==> config.mk <==
export PLATFORM = sky130hd
export DESIGN_NAME = rom_tape_pulse_encoder_unit
export DESIGN_NICKNAME = d
export VERILOG_FILES = /design/src/rtpe_pkg.sv /design/src/rtpe_front.sv /design/src/rtpe_queue.sv /design/src/rtpe_back.sv /design/src/rom_tape_pulse_encoder_unit.sv
export VERILOG_INCLUDE_DIRS = /design/src /design/src/src
export SDC_FILE = /design/constraint.sdc
export NUM_CORES = 1
export LEC_CHECK = 0
export BUFFER_PORTS_ARGS = -buffer_cell sky130_fd_sc_hd__buf_2
export CORE_UTILIZATION = 45
export CTS_BUF_LIST = sky130_fd_sc_hd__clkbuf_4
export DETAILED_ROUTE_END_ITERATION = 10
export RECOVER_POWER = 100
export SYNTH_ARGS = -nofsm -noshare
export SYNTH_HDL_FRONTEND = slang
export SYNTH_HIERARCHICAL = 1
export SYNTH_SLANG_ARGS = --single-unit
==> constraint.sdc <==
create_clock -name clk -period 10 [get_ports clk]
set_clock_uncertainty 0.2 [all_clocks]
set_input_delay 2 -clock clk [delete_from_list [all_inputs] [get_ports clk]]
set_output_delay 2 -clock clk [all_outputs]
set_load 0.1 [all_outputs]
==> src/rom_tape_pulse_encoder_unit_assert.svh <==
// ---------------------------------------------------------------------------
// Assertion macros for the tape pulse encoder
// Concurrent checks clocked on clk, disabled while rst_n is low.
// ---------------------------------------------------------------------------
`ifndef ROM_TAPE_PULSE_ENCODER_UNIT_ASSERT_SVH
`define ROM_TAPE_PULSE_ENCODER_UNIT_ASSERT_SVH

// same-cycle implication
`define RTPE_ASSERT_SAME(label, ante, cons) \
  label: assert property (@(posedge clk) disable iff (!rst_n) (ante) |-> (cons)) \
    else $error("rtpe check failed");

// next-cycle implication
`define RTPE_ASSERT_NEXT(label, ante, cons) \
  label: assert property (@(posedge clk) disable iff (!rst_n) (ante) |=> (cons)) \
    else $error("rtpe check failed");

`endif

==> src/rtpe_pkg.sv <==
// ---------------------------------------------------------------------------
// rtpe_pkg
// Shared types and constants of the tape pulse encoder.
// ---------------------------------------------------------------------------
package rtpe_pkg;

  localparam int NUM_SLOTS = 20;
  localparam int SLOT_W    = 5;

  localparam logic [1:0] CMD_DATA  = 2'd0;
  localparam logic [1:0] CMD_TONE  = 2'd1;
  localparam logic [1:0] CMD_PAUSE = 2'd2;

  localparam logic [2:0] REG_ZERO_PULSES     = 3'd0;
  localparam logic [2:0] REG_ONE_PULSES      = 3'd1;
  localparam logic [2:0] REG_BYTE_END_PULSES = 3'd2;
  localparam logic [2:0] REG_DATA_END_PULSES = 3'd3;
  localparam logic [2:0] REG_PARITY_MODE     = 3'd4;
  localparam logic [2:0] REG_MSB_FIRST       = 3'd5;
  localparam logic [2:0] REG_FINAL_BYTE_BITS = 3'd6;

  localparam logic [1:0] PARITY_EVEN = 2'd0;
  localparam logic [1:0] PARITY_ODD  = 2'd1;
  localparam logic [1:0] PARITY_NONE = 2'd2;

  localparam logic [3:0] BITS_PER_BYTE = 4'd8;
  localparam logic [9:0] US_PER_MS     = 10'd1000;

  localparam logic [SLOT_W-1:0] SLOT_PARITY = 5'd16;
  localparam logic [SLOT_W-1:0] SLOT_END    = 5'd18;

  typedef enum logic [1:0] {
    KIND_DATA,
    KIND_TONE,
    KIND_PAUSE
  } kind_t;

  typedef struct packed {
    logic [15:0] zero_pulses;
    logic [15:0] one_pulses;
    logic [15:0] byte_end_pulses;
    logic [15:0] data_end_pulses;
    logic [1:0]  parity_mode;
    logic        msb_first;
    logic [3:0]  final_byte_bits;
  } cfg_t;

  // payload: data bits in send order, tone width, or pause length in us
  typedef struct packed {
    kind_t                 kind;
    logic                  final_byte;
    logic                  parity;
    logic [23:0]           payload;
    logic [NUM_SLOTS-1:0]  mask;
  } job_t;

endpackage

==> src/rtpe_front.sv <==
// ---------------------------------------------------------------------------
// rtpe_front
// Classifies an input word into a job: slot mask, send order, parity.
// ---------------------------------------------------------------------------
module rtpe_front (
  input  logic              in_push,
  input  logic              in_full,
  input  logic [1:0]        in_command,
  input  logic [15:0]       in_value,
  input  logic              in_final_byte,
  input  rtpe_pkg::cfg_t    cfg,
  output logic              job_push,
  output rtpe_pkg::job_t    job
);

  logic [7:0]  src_byte;
  logic [7:0]  ordered;
  logic [3:0]  nbits;
  logic [7:0]  in_range;
  logic        parity;
  logic [15:0] par_pair;
  logic [15:0] end_pair;
  logic [15:0] bit_pair;
  logic [25:0] us_full;

  always_comb begin
    src_byte = in_value[7:0];
    for (int i = 0; i < 8; i++) begin
      ordered[i] = cfg.msb_first ? src_byte[7-i] : src_byte[i];
    end
    if (in_final_byte) begin
      nbits = (cfg.final_byte_bits > rtpe_pkg::BITS_PER_BYTE) ?
              rtpe_pkg::BITS_PER_BYTE : cfg.final_byte_bits;
    end else begin
      nbits = rtpe_pkg::BITS_PER_BYTE;
    end
    for (int i = 0; i < 8; i++) begin
      in_range[i] = (4'(i) < nbits);
    end
    parity   = (cfg.parity_mode == rtpe_pkg::PARITY_ODD) ^ (^(ordered & in_range));
    par_pair = parity ? cfg.one_pulses : cfg.zero_pulses;
    end_pair = in_final_byte ? cfg.data_end_pulses : cfg.byte_end_pulses;
    us_full  = 26'(in_value) * 26'(rtpe_pkg::US_PER_MS);
    bit_pair = '0;

    job      = '0;
    job.kind = rtpe_pkg::KIND_DATA;
    job.final_byte = in_final_byte;
    job.parity     = parity;
    case (in_command)
      rtpe_pkg::CMD_DATA: begin
        job.kind         = rtpe_pkg::KIND_DATA;
        job.payload[7:0] = ordered;
        for (int i = 0; i < 8; i++) begin
          bit_pair = ordered[i] ? cfg.one_pulses : cfg.zero_pulses;
          job.mask[2*i]   = in_range[i] && (bit_pair[7:0] != 8'd0);
          job.mask[2*i+1] = in_range[i] && (bit_pair[15:8] != 8'd0);
        end
        if (cfg.parity_mode == rtpe_pkg::PARITY_EVEN ||
            cfg.parity_mode == rtpe_pkg::PARITY_ODD) begin
          job.mask[rtpe_pkg::SLOT_PARITY]      = (par_pair[7:0] != 8'd0);
          job.mask[rtpe_pkg::SLOT_PARITY + 1]  = (par_pair[15:8] != 8'd0);
        end
        job.mask[rtpe_pkg::SLOT_END]     = (end_pair[7:0] != 8'd0);
        job.mask[rtpe_pkg::SLOT_END + 1] = (end_pair[15:8] != 8'd0);
      end
      rtpe_pkg::CMD_TONE: begin
        job.kind         = rtpe_pkg::KIND_TONE;
        job.payload[7:0] = src_byte;
        job.mask[0]      = 1'b1;
      end
      rtpe_pkg::CMD_PAUSE: begin
        job.kind      = rtpe_pkg::KIND_PAUSE;
        job.payload   = us_full[23:0];
        job.mask[3:0] = 4'hf;
      end
      default: begin
        job.mask = '0;
      end
    endcase
  end

  // words that yield no pulses never enter the queue
  assign job_push = in_push && !in_full && (job.mask != '0);

endmodule

==> src/rtpe_queue.sv <==
// ---------------------------------------------------------------------------
// rtpe_queue
// Small job queue between the classifier and the pulse sequencer.
// ---------------------------------------------------------------------------
`include "rom_tape_pulse_encoder_unit_assert.svh"

module rtpe_queue #(
  parameter int DEPTH = 2
) (
  input  logic            clk,
  input  logic            rst_n,
  input  logic            push,
  input  rtpe_pkg::job_t  push_job,
  output logic            full,
  input  logic            pop,
  output logic            empty,
  output rtpe_pkg::job_t  head_job
);

  localparam int PTR_W = (DEPTH > 1) ? $clog2(DEPTH) : 1;
  localparam int CNT_W = $clog2(DEPTH + 1);

  rtpe_pkg::job_t   mem_r [DEPTH];
  logic [PTR_W-1:0] wr_ptr_r, wr_ptr_nxt;
  logic [PTR_W-1:0] rd_ptr_r, rd_ptr_nxt;
  logic [CNT_W-1:0] count_r, count_nxt;
  logic             do_push, do_pop;

  assign full     = (count_r == CNT_W'(DEPTH));
  assign empty    = (count_r == '0);
  assign head_job = mem_r[rd_ptr_r];
  assign do_push  = push && !full;
  assign do_pop   = pop && !empty;

  always_comb begin
    wr_ptr_nxt = wr_ptr_r;
    rd_ptr_nxt = rd_ptr_r;
    count_nxt  = count_r;
    if (do_push) begin
      wr_ptr_nxt = (wr_ptr_r == PTR_W'(DEPTH - 1)) ? '0 : wr_ptr_r + 1'b1;
    end
    if (do_pop) begin
      rd_ptr_nxt = (rd_ptr_r == PTR_W'(DEPTH - 1)) ? '0 : rd_ptr_r + 1'b1;
    end
    if (do_push && !do_pop) begin
      count_nxt = count_r + 1'b1;
    end else if (do_pop && !do_push) begin
      count_nxt = count_r - 1'b1;
    end
  end

  always_ff @(posedge clk) begin
    if (!rst_n) begin
      wr_ptr_r <= '0;
      rd_ptr_r <= '0;
      count_r  <= '0;
    end else begin
      wr_ptr_r <= wr_ptr_nxt;
      rd_ptr_r <= rd_ptr_nxt;
      count_r  <= count_nxt;
    end
  end

  always_ff @(posedge clk) begin
    if (do_push) begin
      mem_r[wr_ptr_r] <= push_job;
    end
  end

  `RTPE_ASSERT_SAME(a_count_bound, 1'b1, count_r <= CNT_W'(DEPTH))
  `RTPE_ASSERT_NEXT(a_push_only_grows, do_push && !do_pop, count_r == $past(count_r) + 1'b1)
  `RTPE_ASSERT_SAME(a_ptr_match, count_r == '0 || count_r == CNT_W'(DEPTH),
                    wr_ptr_r == rd_ptr_r)

endmodule

==> src/rtpe_back.sv <==
// ---------------------------------------------------------------------------
// rtpe_back
// Pulse sequencer: walks the live slots of a job, one pulse word a cycle while output has room.
// ---------------------------------------------------------------------------
`include "rom_tape_pulse_encoder_unit_assert.svh"

module rtpe_back (
  input  logic            clk,
  input  logic            rst_n,
  input  rtpe_pkg::cfg_t  cfg,
  input  logic            q_empty,
  input  rtpe_pkg::job_t  q_job,
  output logic            q_pop,
  output logic            out_empty,
  input  logic            out_pop,
  output logic [7:0]      out_pulse,
  output logic            out_last_of_run
);

  rtpe_pkg::job_t                  job_r, job_nxt;
  logic                            cur_valid_r, cur_valid_nxt;
  logic [rtpe_pkg::NUM_SLOTS-1:0]  rem_r, rem_nxt;
  logic                            out_valid_r, out_valid_nxt;
  logic [7:0]                      pulse_r, pulse_nxt;
  logic                            last_r, last_nxt;

  logic [rtpe_pkg::NUM_SLOTS-1:0]  pick;
  logic [rtpe_pkg::NUM_SLOTS-1:0]  rem_left;
  logic [rtpe_pkg::SLOT_W-1:0]     idx;
  logic [15:0]                     pair;
  logic [7:0]                      width;
  logic                            out_room;
  logic                            advance;
  logic                            run_done;

  // lowest live slot
  always_comb begin
    pick     = rem_r & (~rem_r + 1'b1);
    rem_left = rem_r & ~pick;
    idx      = '0;
    for (int i = 0; i < rtpe_pkg::NUM_SLOTS; i++) begin
      if (pick[i]) begin
        idx = idx | rtpe_pkg::SLOT_W'(i);
      end
    end
  end

  always_comb begin
    pair  = '0;
    width = '0;
    case (job_r.kind)
      rtpe_pkg::KIND_DATA: begin
        if (idx < rtpe_pkg::SLOT_PARITY) begin
          pair = job_r.payload[{2'b00, idx[3:1]}] ? cfg.one_pulses : cfg.zero_pulses;
        end else if (idx < rtpe_pkg::SLOT_END) begin
          pair = job_r.parity ? cfg.one_pulses : cfg.zero_pulses;
        end else begin
          pair = job_r.final_byte ? cfg.data_end_pulses : cfg.byte_end_pulses;
        end
        width = idx[0] ? pair[15:8] : pair[7:0];
      end
      rtpe_pkg::KIND_TONE: begin
        width = job_r.payload[7:0];
      end
      rtpe_pkg::KIND_PAUSE: begin
        case (idx[1:0])
          2'd0:    width = 8'd0;
          2'd1:    width = job_r.payload[7:0];
          2'd2:    width = job_r.payload[15:8];
          2'd3:    width = job_r.payload[23:16];
          default: width = 8'd0;
        endcase
      end
      default: begin
        width = 8'd0;
      end
    endcase
  end

  assign out_room = !out_valid_r || out_pop;
  assign advance  = cur_valid_r && out_room;
  assign run_done = advance && (rem_left == '0);
  assign q_pop    = !q_empty && (!cur_valid_r || run_done);

  always_comb begin
    job_nxt       = job_r;
    rem_nxt       = rem_r;
    cur_valid_nxt = cur_valid_r;
    out_valid_nxt = out_valid_r;
    pulse_nxt     = pulse_r;
    last_nxt      = last_r;
    if (out_pop) begin
      out_valid_nxt = 1'b0;
    end
    if (advance) begin
      out_valid_nxt = 1'b1;
      pulse_nxt     = width;
      last_nxt      = (rem_left == '0);
      rem_nxt       = rem_left;
      if (rem_left == '0) begin
        cur_valid_nxt = 1'b0;
      end
    end
    if (q_pop) begin
      job_nxt       = q_job;
      rem_nxt       = q_job.mask;
      cur_valid_nxt = 1'b1;
    end
  end

  always_ff @(posedge clk) begin
    if (!rst_n) begin
      cur_valid_r <= 1'b0;
      out_valid_r <= 1'b0;
    end else begin
      cur_valid_r <= cur_valid_nxt;
      out_valid_r <= out_valid_nxt;
    end
  end

  always_ff @(posedge clk) begin
    job_r   <= job_nxt;
    rem_r   <= rem_nxt;
    pulse_r <= pulse_nxt;
    last_r  <= last_nxt;
  end

  assign out_empty       = !out_valid_r;
  assign out_pulse       = pulse_r;
  assign out_last_of_run = last_r;

  `RTPE_ASSERT_SAME(a_live_job_has_slots, cur_valid_r, rem_r != '0)
  `RTPE_ASSERT_SAME(a_pick_onehot, cur_valid_r, $onehot(pick))
  `RTPE_ASSERT_NEXT(a_advance_fills_out, advance, out_valid_r)
  `RTPE_ASSERT_SAME(a_pop_not_empty, q_pop, !q_empty)

endmodule

==> src/rom_tape_pulse_encoder_unit.sv <==
// An accepted item passes the job queue and the sequencer's job register before its
// first pulse word is registered onto the result ports. The sequencer gives one pulse
// word per cycle while the output has room; a data byte has up to 20, tone 1, pause 4.
// Input is taken every cycle while the job queue has room.
// Reset (synchronous, rst_n low) empties queue and output and loads register defaults.
// ---------------------------------------------------------------------------
// rom_tape_pulse_encoder_unit
// Tape pulse-width encoder: config registers, classifier, job queue, sequencer.
// ---------------------------------------------------------------------------
module rom_tape_pulse_encoder_unit #(
  parameter int QUEUE_DEPTH = 2
) (
  input  logic        clk,
  input  logic        rst_n,
  input  logic        in_push,
  output logic        in_full,
  input  logic [1:0]  in_command,
  input  logic [15:0] in_value,
  input  logic        in_final_byte,
  output logic        out_empty,
  input  logic        out_pop,
  output logic [7:0]  out_pulse,
  output logic        out_last_of_run,
  input  logic        cfg_valid,
  output logic        cfg_ready,
  input  logic [2:0]  cfg_index,
  input  logic [15:0] cfg_data
);

  rtpe_pkg::cfg_t cfg_r, cfg_nxt;
  rtpe_pkg::job_t front_job;
  rtpe_pkg::job_t head_job;
  logic           job_push;
  logic           q_empty;
  logic           q_pop;

  assign cfg_ready = 1'b1;

  always_comb begin
    cfg_nxt = cfg_r;
    if (cfg_valid && cfg_ready) begin
      case (cfg_index)
        rtpe_pkg::REG_ZERO_PULSES:     cfg_nxt.zero_pulses     = cfg_data;
        rtpe_pkg::REG_ONE_PULSES:      cfg_nxt.one_pulses      = cfg_data;
        rtpe_pkg::REG_BYTE_END_PULSES: cfg_nxt.byte_end_pulses = cfg_data;
        rtpe_pkg::REG_DATA_END_PULSES: cfg_nxt.data_end_pulses = cfg_data;
        rtpe_pkg::REG_PARITY_MODE:     cfg_nxt.parity_mode     = cfg_data[1:0];
        rtpe_pkg::REG_MSB_FIRST:       cfg_nxt.msb_first       = cfg_data[0];
        rtpe_pkg::REG_FINAL_BYTE_BITS: cfg_nxt.final_byte_bits = cfg_data[3:0];
        default:                       cfg_nxt = cfg_r;
      endcase
    end
  end

  always_ff @(posedge clk) begin
    if (!rst_n) begin
      cfg_r.zero_pulses     <= '0;
      cfg_r.one_pulses      <= '0;
      cfg_r.byte_end_pulses <= '0;
      cfg_r.data_end_pulses <= '0;
      cfg_r.parity_mode     <= rtpe_pkg::PARITY_NONE;
      cfg_r.msb_first       <= 1'b0;
      cfg_r.final_byte_bits <= rtpe_pkg::BITS_PER_BYTE;
    end else begin
      cfg_r <= cfg_nxt;
    end
  end

  rtpe_front u_front (
    .in_push       (in_push),
    .in_full       (in_full),
    .in_command    (in_command),
    .in_value      (in_value),
    .in_final_byte (in_final_byte),
    .cfg           (cfg_r),
    .job_push      (job_push),
    .job           (front_job)
  );

  rtpe_queue #(
    .DEPTH (QUEUE_DEPTH)
  ) u_queue (
    .clk      (clk),
    .rst_n    (rst_n),
    .push     (job_push),
    .push_job (front_job),
    .full     (in_full),
    .pop      (q_pop),
    .empty    (q_empty),
    .head_job (head_job)
  );

  rtpe_back u_back (
    .clk             (clk),
    .rst_n           (rst_n),
    .cfg             (cfg_r),
    .q_empty         (q_empty),
    .q_job           (head_job),
    .q_pop           (q_pop),
    .out_empty       (out_empty),
    .out_pop         (out_pop),
    .out_pulse       (out_pulse),
    .out_last_of_run (out_last_of_run)
  );

endmodule

==> metrics.csv <==
metric,value,unit
register_area,6160,µm²
period_share,71.1,%
post_cts_resized,0,
failed_checks,"capacitance limit, slew limit",
dr_total_vias,9786,
cts_buffers,68,
drv_cap,6,
first_pass_iters,5,
vdd_drop_max,0.0912,mV
io_buffers,53,
grt_start_max_net_pins,70,
grt_pass1_wl,51200,µm
worstHoldPathType,flop to flop,
syn2layout_area_growth,9.41,%
period_needed,7.11,ns
dp_hpwl,23600,µm
async_reset_ff_share,0,%
yosysTopAreaCellShare,32.6,%
cts_hold_buf,0,
syn_inst,1280,
ys_seq_elements,231,
hold_viol,0,
synth.largest_area_cell,edfxtp_1,
cp.arrival,7.48,ns
synth_area_leaders,"edfxtp_1 33%, dfxtp_1 11%, mux2i_1 8.8%",
r2r_slack,2.89,ns
power.internal,2.51,mW
p_switching,1.62,mW
multi_input_area,7160,µm²
worstSetupStartpointType,flop,
drc,0,
clkPwrFrac,20.7,%
grt_antenna_before_repair,1,
cp.required,10.37,ns
chipHeight,179,µm
seq_area_frac_synth,43.7,%
initial_core_util,46.0,%
io_pins,55,
leakage,6.41,nW
fin_area,15400,µm²
cts_root_buf,clkbuf_4,
combPwrFrac,42.6,%
crit_path_end_kind,flop,
clock.fmax,141,MHz
setup_tns,0,ns
drt_iter0_drc,569,
power.total,4.12,mW
yosysUniqueCellTypes,87,
die_w,179,µm
cts_sinks,231,
insertion_delay,0.67,ns
synth_edf_count,153,
switching_share,39.2,%
num-fill-cells,2874,
pre_cts_ws,3.27,ns
power_density,267,nW/µm²
cts_tree,done,
power_frac_seq,36.7,%
cp_max_fo,29,
wl_per_cell,18.2,µm
worstMarginPinSlew,2.99,ns
rows,64,
ys.flop_type,edfxtp_1,
grt_overflow,0,
slew_viol_final,256,
status,"complete, but fails checks",
drive_gt1_share,17.5,%
syn_area,14100,µm²
yosysWarningCount,6,
synthTopCellsByCount,"153 x edfxtp_1, 136 x nand2_1, 124 x mux2i_1, 119 x inv_1, 84 x nor2_1",
via_per_inst,5.42,
gp_congestion,0.849,
htree_levels,3,
drtAntennaViolNets,0,
rsz0062_at_grt,false,
setup_slack,2.89,ns
post-synth-top-count-cell,edfxtp_1,
slew_headroom,-99.3,%
grt_pass1_vias,9453,
nets,1506,
setup_viol,0,
finalWirelength,32800,µm
track_usage,21.0,%
placed_cell_area,14700,µm²
cts_setup_buffers,0,
synth_area_per_cell,11.0,µm²
core_area,30700,µm²
clk_pin_slew,0.06,ns
die_area,32000,µm²
clockBufferDepth,3,
worst-setup-path-type,flop to flop,
synthesis.nets,1427,
routing by layer:
metal	up-vias	global-route usage [%]	share of wire (%)
met5	-	0	0
met4	0	6.78	2.0
met3	54	4.11	4.8
met2	260	32.0	46
met1	4724	29.8	48
li1	4748	-	-
critical path, cell delays in order (launching register included):
cell and delay [ns]:
edfxtp_1 0.51, nor4_1 0.85, nand4_2 0.29, or2_0 0.42, o31ai_1 0.41, o2111ai_1 0.25, nor3_1 0.35, nand2_1 0.12
a21o_1 0.18, clkbuf_1 0.56, inv_1 0.18, clkbuf_1 1.25, o21ai_0 0.46, ha_1 0.36, xor2_1 0.16, or3_1 0.30
a21boi_0 0.17
cells in the final DEF, fill, tap and decap left out, types with 8 or more instances in the layout:
cell	n
mux2i_1	124
dfxtp_1	78
nand2_1	137
nor2b_1	19
edfxtp_1	153
a21oi_1	45
o221ai_1	8
clkinv_1	17
nand2b_1	14
a311oi_1	9
clkbuf_1	23
xnor2_1	12
mux2_2	71
nor2_1	84
mux2_1	8
ha_1	50
fa_1	54
buf_4	8
clkbuf_4	95
a211oi_1	24
inv_1	119
nor3_1	20
buf_2	36
nor4_1	10
o21ai_0	22
xor2_1	8
layout make-up:
cell class	instances	share of cell area, %
multi-input combinational	870	46.4
timing repair buffer	67	2.12
clock buffer	95	4.62
inverter	121	2.94
tap	396	3.21
antenna	1	0.0162
sequential	231	39.9
clock inverter	23	0.746
logic make-up (layout without fill, tap and decap cells):
logic type	after synthesis	in the layout	share of synthesized area, %
DFF	231	231	43.7
adders and majority gates	108	108	12.4
buffers and inverters	179	306	5.44
muxes	209	209	15.8
AOI/OAI and AO/OA	185	185	9.21
xor gates and xnor gates	21	21	1.46
other	1	2	0.0266
and+or+nand+nor	346	346	12.1
power groups by stage:
stage	sequential [mW]	clock, mW	combinational, mW
after floorplan	1.52	0	1.36
after global placement	1.52	0	1.76
after detailed placement	1.53	0	1.78
after CTS	1.51	0.885	1.79
after global routing	1.54	0.936	1.95
final	1.51	0.855	1.76
registers in the layout (all words and copies together) (netlist names), named ones only:
signal                  count
u_back/out_pulse            8
u_back/job_r               28
u_back/out_valid_r          1
u_back/cur_valid_r          1
u_queue/mem_r              96
u_queue/wr_ptr_r            1
u_back/out_last_of_run      1
u_back/rem_r               20
cfg_r                      71
u_queue/count_r             2
u_queue/rd_ptr_r            1
worst paths after layout:
kind	startpoint	cells past startpoint	to
setup / recovery	u_back/rem_r[0]$_SDFFCE_PN0P_	16	u_queue/count_r[1]$_SDFFE_PN0P_
hold / removal	cfg_r[5]$_SDFFE_PN0P_	2	cfg_r[5]$_SDFFE_PN0P_
setup reg to reg	u_back/rem_r[0]$_SDFFCE_PN0P_	16	u_queue/count_r[1]$_SDFFE_PN0P_
hold reg to reg	cfg_r[5]$_SDFFE_PN0P_	2	cfg_r[5]$_SDFFE_PN0P_
per-stage QoR:
stage               hold WS, ns  utilization, %  cells
floorplan                 0.230               -   1280
detailed placement        0.245            47.9   1685
CTS                       0.254            50.6   1803
global placement          0.243            47.9   1685
finish                    0.254            50.3   1804
global route              0.276            50.3   1804
No activity file was read; power rests on OpenSTA's default activity.
